## src/hdl/ptc_pkg.sv

```systemverilog
`timescale 1ns / 1ps
// ----------------------------------------------------------------------------
// ptc_pkg
// Shared types, codes and helpers for the Perl token classifier.
// ----------------------------------------------------------------------------
package ptc_pkg;

  localparam int unsigned CharW       = 16;
  localparam int unsigned PosW        = 32;
  localparam int unsigned QueueDepth  = 4;
  localparam int unsigned QueuePtrW   = $clog2(QueueDepth);
  localparam int unsigned InDataW     = 16;
  localparam int unsigned OutDataW    = 72;

  // Character codes the lexer looks at
  localparam logic [CharW-1:0] ChTab       = 16'h0009;
  localparam logic [CharW-1:0] ChNewline   = 16'h000A;
  localparam logic [CharW-1:0] ChSpace     = 16'h0020;
  localparam logic [CharW-1:0] ChDquote    = 16'h0022;
  localparam logic [CharW-1:0] ChHash      = 16'h0023;
  localparam logic [CharW-1:0] ChDollar    = 16'h0024;
  localparam logic [CharW-1:0] ChPercent   = 16'h0025;
  localparam logic [CharW-1:0] ChSquote    = 16'h0027;
  localparam logic [CharW-1:0] ChLparen    = 16'h0028;
  localparam logic [CharW-1:0] ChMinus     = 16'h002D;
  localparam logic [CharW-1:0] ChColon     = 16'h003A;
  localparam logic [CharW-1:0] ChGreater   = 16'h003E;
  localparam logic [CharW-1:0] ChAt        = 16'h0040;
  localparam logic [CharW-1:0] ChBackslash = 16'h005C;

  typedef enum logic [3:0] {
    ModeNormal     = 4'd0,
    ModeDq         = 4'd1,
    ModeDqEsc      = 4'd2,
    ModeComment    = 4'd3,
    ModeCommentEsc = 4'd4,
    ModeNumber     = 4'd5,
    ModeSq         = 4'd6,
    ModeSqEsc      = 4'd7,
    ModeVar        = 4'd8,
    ModeVarName    = 4'd9,
    ModeWord       = 4'd10
  } mode_e;

  typedef enum logic [2:0] {
    ClsGap      = 3'd0,
    ClsComment  = 3'd1,
    ClsNumber   = 3'd2,
    ClsOperator = 3'd3,
    ClsString   = 3'd4,
    ClsVariable = 3'd5,
    ClsCall     = 3'd6,
    ClsBare     = 3'd7
  } class_e;

  // Sub-span selector in the back end
  typedef enum logic [1:0] {
    StepFirst = 2'd0,
    StepGap   = 2'd1,
    StepOper  = 2'd2
  } step_e;

  // Spans caused by one item: a first span from the token start, an optional
  // empty gap at the current position and an optional one-character operator.
  typedef struct packed {
    class_e            first_cls;
    logic              first_to_next;
    logic              partial;
    logic              has_gap;
    logic              has_oper;
    logic [PosW-1:0]   begin_pos;
    logic [PosW-1:0]   cur_pos;
    logic [PosW-1:0]   next_pos;
  } span_entry_t;

  typedef struct packed {
    logic full;
    logic empty;
  } queue_status_t;

  function automatic logic is_word(input logic [CharW-1:0] c);
    logic res;
    res = 1'b0;
    if (c >= 16'h0080) res = 1'b1;
    else if (c >= 16'h0030 && c <= 16'h0039) res = 1'b1;
    else if (c >= 16'h0041 && c <= 16'h005A) res = 1'b1;
    else if (c >= 16'h0061 && c <= 16'h007A) res = 1'b1;
    else if (c == 16'h005E || c == 16'h005F || c == 16'h007C || c == 16'h007E) res = 1'b1;
    return res;
  endfunction

endpackage

```

## src/hdl/ptc_front.sv

```systemverilog
`timescale 1ns / 1ps
// ----------------------------------------------------------------------------
// ptc_front
// Lexer state machine: takes one code unit a beat and builds the span entry.
// ----------------------------------------------------------------------------
module ptc_front (
  input  logic                      clk_i,
  input  logic                      rst_ni,
  input  logic                      in_valid_i,
  input  logic [ptc_pkg::CharW-1:0] char_code_i,
  input  logic                      end_of_text_i,
  input  ptc_pkg::queue_status_t    queue_status_i,
  output logic                      in_ready_o,
  output logic                      push_o,
  output ptc_pkg::span_entry_t      push_entry_o
);
  import ptc_pkg::*;

  mode_e           mode_q, mode_d;
  class_e          cls_q, cls_d;
  logic [PosW-1:0] begin_q, begin_d;
  logic [PosW-1:0] pos_q, pos_d;

  logic            fire;
  logic [PosW-1:0] next_pos;
  logic            ch_ws, ch_op, ch_word;
  mode_e           start_mode;
  class_e          start_cls;
  logic            close_again;
  span_entry_t     entry;

  assign in_ready_o = !queue_status_i.full;
  assign fire       = in_valid_i && in_ready_o;
  assign next_pos   = pos_q + 1'b1;
  assign ch_word    = is_word(char_code_i);
  assign ch_ws      = (char_code_i == ChTab) || (char_code_i == ChSpace) ||
                      (char_code_i == ChNewline);

  // Classify the token a character opens in the normal mode
  always_comb begin
    start_mode = ModeNormal;
    start_cls  = ClsGap;
    ch_op      = 1'b0;
    if (char_code_i == ChDquote) begin
      start_mode = ModeDq;
      start_cls  = ClsString;
    end else if (char_code_i == ChSquote) begin
      start_mode = ModeSq;
      start_cls  = ClsString;
    end else if (char_code_i == ChHash) begin
      start_mode = ModeComment;
      start_cls  = ClsComment;
    end else if (char_code_i == ChDollar || char_code_i == ChPercent ||
                 char_code_i == ChAt || char_code_i == ChGreater) begin
      start_mode = ModeVar;
      start_cls  = ClsVariable;
    end else if (char_code_i >= 16'h0030 && char_code_i <= 16'h0039) begin
      start_mode = ModeNumber;
      start_cls  = ClsNumber;
    end else if (ch_word) begin
      start_mode = ModeWord;
      start_cls  = ClsBare;
    end else begin
      ch_op = 1'b1;
    end
  end

  // Next state and span entry for the beat on the input
  always_comb begin
    mode_d      = mode_q;
    cls_d       = cls_q;
    begin_d     = begin_q;
    pos_d       = next_pos;
    close_again = 1'b0;
    push_o      = 1'b0;

    entry               = '0;
    entry.first_cls     = cls_q;
    entry.begin_pos     = begin_q;
    entry.cur_pos       = pos_q;
    entry.next_pos      = next_pos;

    if (end_of_text_i) begin
      // Flush the open token and restart the text
      push_o        = 1'b1;
      entry.partial = 1'b1;
      mode_d        = ModeNormal;
      cls_d         = ClsGap;
      begin_d       = '0;
      pos_d         = '0;
    end else begin
      case (mode_q)
        ModeDq, ModeSq: begin
          if ((mode_q == ModeDq && char_code_i == ChDquote) ||
              (mode_q == ModeSq && char_code_i == ChSquote)) begin
            push_o              = 1'b1;
            entry.first_cls     = ClsString;
            entry.first_to_next = 1'b1;
            mode_d              = ModeNormal;
            cls_d               = ClsGap;
            begin_d             = next_pos;
          end else if (char_code_i == ChBackslash) begin
            mode_d = (mode_q == ModeDq) ? ModeDqEsc : ModeSqEsc;
          end
        end
        ModeDqEsc:      mode_d = ModeDq;
        ModeSqEsc:      mode_d = ModeSq;
        ModeCommentEsc: mode_d = ModeComment;
        ModeComment: begin
          if (char_code_i == ChNewline) begin
            close_again     = 1'b1;
            entry.first_cls = ClsComment;
          end else if (char_code_i == ChBackslash) begin
            mode_d = ModeCommentEsc;
          end
        end
        ModeNumber: begin
          if (!ch_word) begin
            close_again     = 1'b1;
            entry.first_cls = ClsNumber;
          end
        end
        ModeVar: begin
          if (ch_word) begin
            mode_d = ModeVarName;
          end else begin
            close_again     = 1'b1;
            entry.first_cls = ClsVariable;
          end
        end
        ModeVarName: begin
          if (!ch_word) begin
            close_again     = 1'b1;
            entry.first_cls = ClsVariable;
          end
        end
        ModeWord: begin
          if (char_code_i == ChMinus || char_code_i == ChColon ||
              char_code_i == ChLparen) begin
            close_again     = 1'b1;
            entry.first_cls = ClsCall;
          end else if (!ch_word) begin
            close_again     = 1'b1;
            entry.first_cls = ClsBare;
          end
        end
        default: begin
          // Normal mode: a non-blank character ends the gap
          if (!ch_ws) begin
            push_o          = 1'b1;
            entry.first_cls = ClsGap;
            entry.has_oper  = ch_op;
            mode_d          = ch_op ? ModeNormal : start_mode;
            cls_d           = ch_op ? ClsGap : start_cls;
            begin_d         = ch_op ? next_pos : pos_q;
          end else begin
            mode_d = ModeNormal;
          end
        end
      endcase

      // Close at the current position, then take the character again
      if (close_again) begin
        push_o         = 1'b1;
        entry.has_gap  = !ch_ws;
        entry.has_oper = !ch_ws && ch_op;
        if (ch_ws) begin
          mode_d  = ModeNormal;
          cls_d   = ClsGap;
          begin_d = pos_q;
        end else begin
          mode_d  = ch_op ? ModeNormal : start_mode;
          cls_d   = ch_op ? ClsGap : start_cls;
          begin_d = ch_op ? next_pos : pos_q;
        end
      end
    end
    push_o       = push_o && fire;
    push_entry_o = entry;
  end

  // Hold lexer state
  always_ff @(posedge clk_i or negedge rst_ni) begin
    if (!rst_ni) begin
      mode_q  <= ModeNormal;
      cls_q   <= ClsGap;
      begin_q <= '0;
      pos_q   <= '0;
    end else if (fire) begin
      mode_q  <= mode_d;
      cls_q   <= cls_d;
      begin_q <= begin_d;
      pos_q   <= pos_d;
    end
  end

endmodule

```

## src/hdl/ptc_queue.sv

```systemverilog
`timescale 1ns / 1ps
// ----------------------------------------------------------------------------
// ptc_queue
// Small FIFO of span entries between the lexer and the span serialiser.
// ----------------------------------------------------------------------------
module ptc_queue (
  input  logic                   clk_i,
  input  logic                   rst_ni,
  input  logic                   push_i,
  input  ptc_pkg::span_entry_t   push_entry_i,
  input  logic                   pop_i,
  output ptc_pkg::span_entry_t   head_entry_o,
  output ptc_pkg::queue_status_t status_o
);
  import ptc_pkg::*;

  span_entry_t          mem_q [QueueDepth];
  logic [QueuePtrW-1:0] wr_ptr_q, rd_ptr_q;
  logic [QueuePtrW:0]   count_q, count_d;

  assign status_o.full  = (count_q == (QueuePtrW+1)'(QueueDepth));
  assign status_o.empty = (count_q == '0);
  assign head_entry_o   = mem_q[rd_ptr_q];

  // Track fill level
  always_comb begin
    count_d = count_q;
    if (push_i && !pop_i) count_d = count_q + 1'b1;
    else if (!push_i && pop_i) count_d = count_q - 1'b1;
  end

  always_ff @(posedge clk_i or negedge rst_ni) begin
    if (!rst_ni) begin
      wr_ptr_q <= '0;
      rd_ptr_q <= '0;
      count_q  <= '0;
    end else begin
      if (push_i) wr_ptr_q <= wr_ptr_q + 1'b1;
      if (pop_i)  rd_ptr_q <= rd_ptr_q + 1'b1;
      count_q <= count_d;
    end
  end

  // Store entries
  always_ff @(posedge clk_i) begin
    if (push_i) mem_q[wr_ptr_q] <= push_entry_i;
  end

endmodule

```

## src/hdl/ptc_back.sv

```systemverilog
`timescale 1ns / 1ps
// ----------------------------------------------------------------------------
// ptc_back
// Span serialiser: holds one entry and sends its spans one beat at a time.
// ----------------------------------------------------------------------------
module ptc_back (
  input  logic                         clk_i,
  input  logic                         rst_ni,
  input  ptc_pkg::span_entry_t         head_entry_i,
  input  ptc_pkg::queue_status_t       queue_status_i,
  output logic                         pop_o,
  output logic                         out_valid_o,
  input  logic                         out_ready_i,
  output logic [ptc_pkg::OutDataW-1:0] out_data_o,
  output logic                         out_partial_o,
  output logic                         out_last_o
);
  import ptc_pkg::*;

  logic        cur_valid_q;
  span_entry_t cur_q;
  step_e       step_q, step_d;

  class_e          span_cls;
  logic [PosW-1:0] span_start, span_end;
  logic            fire, load;

  // Select the span for the current step
  always_comb begin
    span_cls      = cur_q.first_cls;
    span_start    = cur_q.begin_pos;
    span_end      = cur_q.first_to_next ? cur_q.next_pos : cur_q.cur_pos;
    out_partial_o = cur_q.partial;
    out_last_o    = !cur_q.has_gap && !cur_q.has_oper;
    step_d        = cur_q.has_gap ? StepGap : StepOper;
    case (step_q)
      StepGap: begin
        span_cls      = ClsGap;
        span_start    = cur_q.cur_pos;
        span_end      = cur_q.cur_pos;
        out_partial_o = 1'b0;
        out_last_o    = !cur_q.has_oper;
        step_d        = StepOper;
      end
      StepOper: begin
        span_cls      = ClsOperator;
        span_start    = cur_q.cur_pos;
        span_end      = cur_q.next_pos;
        out_partial_o = 1'b0;
        out_last_o    = 1'b1;
        step_d        = StepOper;
      end
      default: ;
    endcase
  end

  assign out_valid_o = cur_valid_q;
  assign out_data_o  = {5'b0, span_end, span_start, span_cls};
  assign fire        = cur_valid_q && out_ready_i;
  assign load        = !cur_valid_q || (fire && out_last_o);
  assign pop_o       = load && !queue_status_i.empty;

  // Advance through the entry, refill from the queue after its last span
  always_ff @(posedge clk_i or negedge rst_ni) begin
    if (!rst_ni) begin
      cur_valid_q <= 1'b0;
      step_q      <= StepFirst;
    end else if (load) begin
      cur_valid_q <= !queue_status_i.empty;
      step_q      <= StepFirst;
    end else if (fire) begin
      step_q <= step_d;
    end
  end

  always_ff @(posedge clk_i) begin
    if (pop_o) cur_q <= head_entry_i;
  end

endmodule

```

## src/hdl/perl_token_classifier.sv

```systemverilog
`timescale 1ns / 1ps
// ----------------------------------------------------------------------------
// perl_token_classifier
// Syntax span classifier for Perl text, one UTF-16 code unit per beat.
// ----------------------------------------------------------------------------
// Input stream: s_axis_tdata[15:0] carries a code unit, s_axis_tuser marks
// end of text, which flushes the open token as a partial span and restarts
// positions at zero. Output stream: each beat is one span (class, start,
// end); m_axis_tuser flags a partial span, m_axis_tlast marks the last span
// caused by one input beat. A beat can cause zero to three spans.
// A span is written to the queue, then loaded into the serialiser, and is
// offered from there. Throughput: one input beat per cycle while the output
// keeps pace; the output side sends one span per cycle while the receiver
// is ready, so the span serialiser sets the long-run rate. A four-entry queue
// decouples the lexer from the serialiser, so input is taken while spans wait.
// When the receiver stalls, the queue fills and s_axis_tready drops.
// Reset returns the lexer to the normal mode at position zero and empties
// the queue; no clearing pass is needed.
// ----------------------------------------------------------------------------
module perl_token_classifier (
  input  logic                         clk_i,
  input  logic                         rst_ni,
  input  logic                         s_axis_tvalid,
  output logic                         s_axis_tready,
  input  logic [ptc_pkg::InDataW-1:0]  s_axis_tdata,  // [15:0] char_code
  input  logic                         s_axis_tuser,  // [0] end_of_text
  output logic                         m_axis_tvalid,
  input  logic                         m_axis_tready,
  output logic [ptc_pkg::OutDataW-1:0] m_axis_tdata,  // [2:0] span_class,
                                                      // [34:3] span_start,
                                                      // [66:35] span_end, rest 0
  output logic                         m_axis_tuser,  // [0] span_partial
  output logic                         m_axis_tlast   // last_of_run
);
  import ptc_pkg::*;

  logic          push, pop;
  span_entry_t   push_entry, head_entry;
  queue_status_t queue_status;

  ptc_front u_front (
    .clk_i          (clk_i),
    .rst_ni         (rst_ni),
    .in_valid_i     (s_axis_tvalid),
    .char_code_i    (s_axis_tdata[CharW-1:0]),
    .end_of_text_i  (s_axis_tuser),
    .queue_status_i (queue_status),
    .in_ready_o     (s_axis_tready),
    .push_o         (push),
    .push_entry_o   (push_entry)
  );

  ptc_queue u_queue (
    .clk_i        (clk_i),
    .rst_ni       (rst_ni),
    .push_i       (push),
    .push_entry_i (push_entry),
    .pop_i        (pop),
    .head_entry_o (head_entry),
    .status_o     (queue_status)
  );

  ptc_back u_back (
    .clk_i          (clk_i),
    .rst_ni         (rst_ni),
    .head_entry_i   (head_entry),
    .queue_status_i (queue_status),
    .pop_o          (pop),
    .out_valid_o    (m_axis_tvalid),
    .out_ready_i    (m_axis_tready),
    .out_data_o     (m_axis_tdata),
    .out_partial_o  (m_axis_tuser),
    .out_last_o     (m_axis_tlast)
  );

endmodule

```

## config.mk

```make
export PLATFORM = sky130hd
export DESIGN_NAME = perl_token_classifier
export DESIGN_NICKNAME = d
export VERILOG_FILES = /design/src/hdl/ptc_pkg.sv /design/src/hdl/ptc_front.sv /design/src/hdl/ptc_queue.sv /design/src/hdl/ptc_back.sv /design/src/hdl/perl_token_classifier.sv
export SDC_FILE = /design/constraint.sdc
export NUM_CORES = 1
export LEC_CHECK = 0
export BUFFER_PORTS_ARGS = -buffer_cell sky130_fd_sc_hd__buf_2
export CAP_MARGIN = 25
export CELL_PAD_IN_SITES_DETAIL_PLACEMENT = 1
export CELL_PAD_IN_SITES_GLOBAL_PLACEMENT = 1
export CORE_MARGIN = 5
export CORE_UTILIZATION = 57
export CTS_CLUSTER_DIAMETER = 80
export DETAILED_ROUTE_END_ITERATION = 6
export GPL_TIMING_DRIVEN = 1
export PLACE_DENSITY = 0.95
export SLEW_MARGIN = 20
export SYNTH_ARGS = -nofsm -noshare
export SYNTH_HDL_FRONTEND = slang
export SYNTH_SLANG_ARGS = --single-unit
```

## constraint.sdc

```tcl
create_clock -name clk_i -period 7.77 [get_ports clk_i]
set_clock_uncertainty 0.15 [all_clocks]
set_input_delay 0.777 -clock clk_i [delete_from_list [all_inputs] [get_ports clk_i]]
set_output_delay 0.777 -clock clk_i [all_outputs]
set_load 0.02 [all_outputs]
```

==> results of run 1 <==
flip-flops by register name, summed over array words and instances, names as in the netlist:
register / flops
u_queue.mem_q: 412
u_front.mode_q: 4
u_back.cur_q: 103
u_front.begin_q: 32
u_back.step_q: 2
u_queue.count_q: 3
u_front.pos_q: 32
u_back.out_valid_o: 1
u_queue.rd_ptr_q: 2
u_front.cls_q: 3
u_queue.wr_ptr_q: 2
worst register-to-register path: cells and delay by family (launching register included):
kind / cells / cell delay [ns]
AOI/OAI and AO/OA: 4 / 1.05
xor gates and xnor gates: 1 / 0.18
DFF: 1 / 0.44
and+or+nand+nor: 1 / 0.25
adders and majority gates: 1 / 0.19
buffers and inverters: 5 / 2.19
layer usage:
layer | part of all wire | up-vias | GRT usage | routed length [um]
met4 | 0.050 | 2 | 0.140 | 3740
met2 | 0.50 | 1102 | 0.488 | 37000
met3 | 0.085 | 239 | 0.0475 | 6290
met1 | 0.37 | 8032 | 0.390 | 27200
li1 | - | 6227 | - | -
met5 | 0.00011 | - | 0 | 8
layout by cell type, fill, tap and decap left out, types with 6 or more instances in the layout:
master / n
a21oi_1: 49
a221oi_1: 33
and2_1: 7
and3_1: 16
buf_2: 90
buf_4: 20
bufinv_16: 9
clkbuf_1: 15
clkbuf_16: 58
clkinv_1: 6
clkinv_2: 12
dfrtp_1: 79
edfxtp_1: 515
ha_1: 7
inv_1: 20
mux2_2: 37
mux2i_1: 64
mux4_2: 103
nand2_1: 123
nand3_1: 24
nand4_1: 8
nor2_1: 64
nor2b_1: 7
nor3_1: 11
o21ai_0: 91
o31ai_1: 11
o31ai_2: 27
xnor2_1: 17
xor2_1: 22
what timing repair did:
action                    4_1_cts  5_1_grt
hold buffers                    1        0
hold endpoints to repair       17        0
gates resized for setup         0        0
final timing paths:
| path | start | end | slack (ns) | cells past startpoint |
|---|---|---|---|---|
| max in group asynchronous | rst_ni | u_front.begin_q[22] | 6.07 | 4 |
| max | u_back.step_q[1] | u_queue.rd_ptr_q[1] | 3.18 | 12 |
| min | u_queue.count_q[2] | u_queue.count_q[2] | 0.36 | 1 |
| min reg2reg | u_queue.count_q[2] | u_queue.count_q[2] | 0.36 | 1 |
| max reg2reg | u_back.step_q[1] | u_queue.rd_ptr_q[1] | 3.18 | 12 |
| min in group asynchronous | rst_ni | u_front.begin_q[24] | 0.43 | 2 |
kinds of logic after synthesis:
family	Yosys count
flops	596
simple gates	310
compound gates	262
mux	204
buf+inv	138
xor+xnor	39
fa+ha+maj	9
other cells	1
power breakdown:
group	switching, mW	internal (mW)
sequential	0.545	4.44
clock	1.25	1.68
combinational	2.58	1.47
total	4.38	7.58
stage by stage:
stage | instances | setup slack, ns | cell area (sq um) | hold WS (ns) | power (mW)
final | 2260 | 3.18 | 28300 | 0.364 | 12.0
after global routing | 2260 | 2.99 | 28300 | 0.348 | 12.4
after CTS | 2255 | 3.31 | 28100 | 0.347 | 11.9
after detailed placement | 2148 | 2.87 | 26200 | 0.359 | 8.89
after global placement | 2148 | 3.06 | 26200 | 0.319 | 8.58
after floorplan | 1563 | 2.35 | 25300 | 0.293 | 7.48
final cells by class:
class | instances | area (sq um)
timing repair buffer | 116 | 741
fill | 3909 | 15900
multi-input combinational | 829 | 7290
clock buffer | 73 | 1510
sequential | 596 | 17500
tap | 592 | 741
clock inverter | 33 | 418
inverter | 21 | 78.8
==> metrics.cfg, run 1 <==
[outcome]
status=complete, no violations

[die]
die-width_um=221
core_sq_mm=0.0441
die_area_sq_mm=0.0488
start_util=0.574
die_y_um=221
io_pins=97
rows=77

[synth]
synth_top_cell_area_share=0.611
synth-simple-area-share=0.0597
synth_edf_count=515
synthAdderAreaFrac=0.00474
synth_area_leaders=edfxtp_1 61%, mux4_2 9.2%, dfrtp_1 8.0%, mux2i_1 2.5%, nand2_1 1.8%
ys_warn_count=0
synthMuxAreaShare=0.133
synth.most_common_cell=edfxtp_1
syn_inst=1559
synth_common_cells=515 x edfxtp_1, 123 x nand2_1, 103 x mux4_2
synth_compound_area_frac=0.0740
synth_top_family_by_area=multiplexers
synth_top_area_cell=edfxtp_1
async_reset_ff_frac=0.136
synth_area_sq_mm=0.0253
synth-seq-area-share=0.691
post_synth.cell_area_avg_sq_um=16.2
synth_cell_types=77
synth-xor-area-share=0.0135
ys_ff_latch=596
ys.flop_type=edfxtp_1

[critical_path]
crit_type=reg -> reg
cp_data_required_time_ns=8.09
worst_setup_path_end_kind=flop
crit_path_max_fanout=56
critPathArrivalTime_ns=4.91
crit_chain=inv_1 > ha_1 > buf_4 > inv_1 > o21bai_1 > o21ai_0 > o21ai_0 > o31a_2 > buf_4 > buf_4 > nand2_1 > xnor2_1
start_kind=flop
cpMostUsedCell=buf_4
max_stage_delay_ns=0.78
critPathTopFamily=buffers and inverters
cp_slowest_cell=buf_4
cp_num_buf_inv=5

[sta]
fin_crit_ns=4.59
slew_headroom=0.271
finalSetupViolations=0
fmaxAchievable_mhz=218
tns_ns=0
drv_slew=0
fin_crit_sh=0.591
rsz0062_at_grt=false
hold_viol=0
tightest_slew_ns=1.09

[power_and_ir_drop]
vdd_ir_drop_max_v=0.000203
powerDensity_mw_per_mm2=423
total_leakage_power_nw=10.0

[global_route]
grt_max_degree=68
grt_remaining_overflow=0
grt_pass1_vias=16300
antenna_found_initial=3
grt_pass1_wl_um=110000
track_usage=0.296

[finish]
area_growth_syn_to_layout_pct=11.6
post_route_cells_drive_above_1_share=0.240
fin_util=0.641
final_nets=1651
n_antenna_cell=0

[clock_network]
cts_buffer_depth=3
clkLatencyLatePin_ns=0.62
cts_max_level=2
path_clk_slew_ns=0.08
numCtsBuffers=57
cts.sinks=596
cts_setup_buffers=0
tritoncts=built
clockRootBuffer=clkbuf_16

[placed_design]
dp.final_hpwl_um=39800
portBuffers=91
place.gp.congestion=0.834

[detailed_routing]
drt_wl_total_um=74200
vias=15600
routedWlPerCell_um=32.8
drcViolationCount=0
drt_iter0_markers=1884
vias_per_cell=6.90
ant_nets=0
first_pass_iters=5

[job]
drv_cap=0

[hold_path]
hold_path_class=reg -> reg

(Power assumes the default switching activity.)
==> run 2: changes to the inputs <==
Settings changed: CORE_UTILIZATION 57 to 53, PLACE_DENSITY 0.95 to 0.92.
Clock period 7.77 ns to 4.5 ns, I/O delays scaled along.
==> run 2 against run 1 <==
Effect of this change:
- clock power increased by 82%
- combinational power increased by 72%
- sequential power increased by 73%
- largest cell class unchanged
- sequential share of layout area decreased by 0.62 points
- first-iteration DRC count decreased by 4.8%
- total power increased by 75%
- worst setup slack got worse by 2.6 ns
- critical path depth decreased by 7
- die area increased by 7.2%
- via count decreased by 1.6%
- routed wire length decreased by 3.3%
==> metrics.cfg, run 2 (same netlist as run 1, synthesis figures left out) <==
[outcome]
status=complete, no violations  ; unchanged

[power_and_ir_drop]
powerDensity_mw_per_mm2=732  ; was 423 mW/mm^2
total_leakage_power_nw=10.1  ; was 10.0 nW
vdd_ir_drop_max_v=0.000551  ; was 0.000203 V
clkPwrFrac=0.255  ; was 0.245
seq_power_share=0.412  ; was 0.416
p_switching_mw=7.50  ; was 4.38 mW
comb_power_share=0.334  ; was 0.339
netSwitchingFraction=0.359  ; was 0.366
internal_power_mw=13.4  ; was 7.58 mW
p_total_mw=20.9  ; was 12.0 mW

[placed_design]
dp.final_hpwl_um=41100  ; was 39,800 um
place_inst=2184  ; was 2,148
portBuffers=91  ; unchanged
dp_slack_ns=0.721  ; was 2.87 ns
place.gp.congestion=0.826  ; was 0.834

[hold_path]
hold_depth=4  ; was 1
whs_endpoint=u_back.step_q[1]  ; was u_queue.count_q[2]
hold_path_class=in -> reg  ; was reg -> reg
holdCritStartpoint=m_axis_tready  ; was u_queue.count_q[2]

[detailed_routing]
dr_wl_met3_um=4780  ; was 6290 um
ant_nets=0  ; unchanged
vias=15400  ; was 15,600
drt_iter0_markers=1793  ; was 1,884
wl_met2_um=37200  ; was 37,000 um
drcViolationCount=0  ; unchanged
drt_wl_total_um=71800  ; was 74,200 um
routedWlPerCell_um=31.3  ; was 32.8 um
highest_layer=met4  ; was met5
drt-met1-wl_um=27100  ; was 27,200 um
vias_per_cell=6.69  ; was 6.90
first_pass_iters=7  ; was 5

[sta]
fmaxAchievable_mhz=255
fin_crit_ns=3.93
finalSetupViolations=0  ; unchanged
hold_viol=0  ; unchanged
setup_ws_ns=0.571  ; was 3.18 ns
slew_headroom=0.281  ; was 0.271
drv_slew=0  ; unchanged
rsz0062_at_grt=false  ; unchanged
fin_crit_sh=0.873
tightest_slew_ns=1.08  ; was 1.09 ns
tns_ns=0  ; unchanged

[finish]
final_nets=1661  ; was 1,651
largest_registers=u_queue.mem_q x412, u_back.cur_q x103  ; unchanged
final_cell_mix=515 x edfxtp_1, 123 x nand2_1, 103 x mux4_2  ; unchanged
fillers=4216  ; was 3,909
post_route_cells_drive_above_1_share=0.248  ; was 0.240
fin_cells=2294  ; was 2,260
largest_register=u_queue.mem_q  ; unchanged
area_growth_syn_to_layout_pct=12.7  ; was 11.6%
layout_commonest_cell=edfxtp_1  ; unchanged
n_antenna_cell=0  ; unchanged
largest_reg_flops=412  ; unchanged

[global_route]
antenna_found_initial=1  ; was 3
grt_max_degree=106  ; was 68
grt_remaining_overflow=0  ; unchanged
track_usage=0.273  ; was 0.296
grt_pass1_vias=16500  ; was 16,300
grt_pass1_wl_um=109000  ; was 110,000 um

[die]
start_util=0.533  ; was 0.574
die_y_um=229  ; was 221 um
die_area_sq_mm=0.0523  ; was 0.0488 sq mm
io_pins=97  ; unchanged
rows=80  ; was 77
core_sq_mm=0.0475  ; was 0.0441 sq mm
die-width_um=229  ; was 221 um

[critical_path]
worst_setup_path_end_kind=output pin  ; was flop
critPathArrivalTime_ns=3.33  ; was 4.91 ns
crit_path_max_fanout=56  ; unchanged
r2r_end=u_queue.mem_q[3][28]  ; was u_queue.rd_ptr_q[1]
start_kind=flop  ; unchanged
cp_data_required_time_ns=3.90  ; was 8.09 ns
reg2reg_from=u_front.pos_q[1]  ; was u_back.step_q[1]
r2r_slack_ns=0.66  ; was 3.18 ns
r2r_cells=8  ; was 12
crit_type=reg -> out  ; was reg -> reg

[clock_network]
cts_buffer_depth=3  ; unchanged
path_clk_slew_ns=0.06  ; was 0.08 ns
numCtsBuffers=58  ; was 57
cts.sinks=596  ; unchanged
tritoncts=built  ; unchanged
cts_max_level=2  ; unchanged
clockRootBuffer=clkbuf_16  ; unchanged
ctsHoldBuffers=1  ; unchanged
cts_setup_buffers=0  ; unchanged
cts_resized=0  ; unchanged
clkLatencyLatePin_ns=0.64  ; was 0.62 ns

[job]
drv_cap=0  ; unchanged

-- run 2: worst max path at each step --
| stage | from | endpoint | slack [ns] | cells after the start |
|---|---|---|---|---|
| 2_1_floorplan | s_axis_tdata[13] | u_queue.mem_q[0][0] | 0.55 | 7 |
| 4_1_cts | u_back.step_q[0] | m_axis_tdata[61] | 0.58 | 6 |
| 3_5_place_dp | s_axis_tdata[13] | u_queue.mem_q[0][54] | 0.72 | 9 |
| 5_1_grt | u_back.step_q[0] | m_axis_tdata[61] | 0.44 | 6 |
| 3_3_place_gp | s_axis_tdata[13] | u_queue.mem_q[0][17] | 0.84 | 9 |
| 6_report | u_back.step_q[1] | m_axis_tdata[61] | 0.57 | 5 |
-- run 2: per-stage QoR --
step	utilization	hold slack (ns)	cell area, sq um
2_1_floorplan	-	0.00441	25400
3_3_place_gp	0.557	0.339	26500
3_5_place_dp	0.557	0.359	26500
4_1_cts	0.601	0.0140	28600
5_1_grt	0.601	0.0546	28600
6_report	0.601	0.0360	28600
-- run 2: worst max-delay path, stage by stage (launching register included) --
cell	delay, ns
dfrtp_1	0.42
ha_4	0.72
buf_4	0.68
a221oi_1	0.11
a21oi_1	0.41
buf_2	0.26
-- run 2: area by class of cell --
type | instances | area, sq um | area share
clock buffers | 71 | 1570 | 0.0550
clock inverters | 37 | 494 | 0.0173
inverters | 21 | 78.8 | 0.00276
multi-input cells | 829 | 7280 | 0.255
flip-flops and latches | 596 | 17500 | 0.613
well taps | 615 | 769 | 0.0269
repair buffers | 125 | 867 | 0.0304
-- run 2: metal layers --
| layer | global-route usage | up-vias |
|---|---|---|
| met5 | 0 | - |
| met4 | 0.105 | 0 |
| met3 | 0.0467 | 203 |
| met2 | 0.471 | 874 |
| met1 | 0.350 | 8019 |
| li1 | - | 6258 |
-- run 2: power by group through the flow --
stage	clock network [mW]	registers [mW]	logic, mW
after floorplan	0	8.07	4.78
after global placement	0	8.42	6.53
after detailed placement	0	8.61	6.88
after CTS	5.36	8.58	7.03
after global routing	5.65	8.67	7.35
final	5.32	8.60	6.97
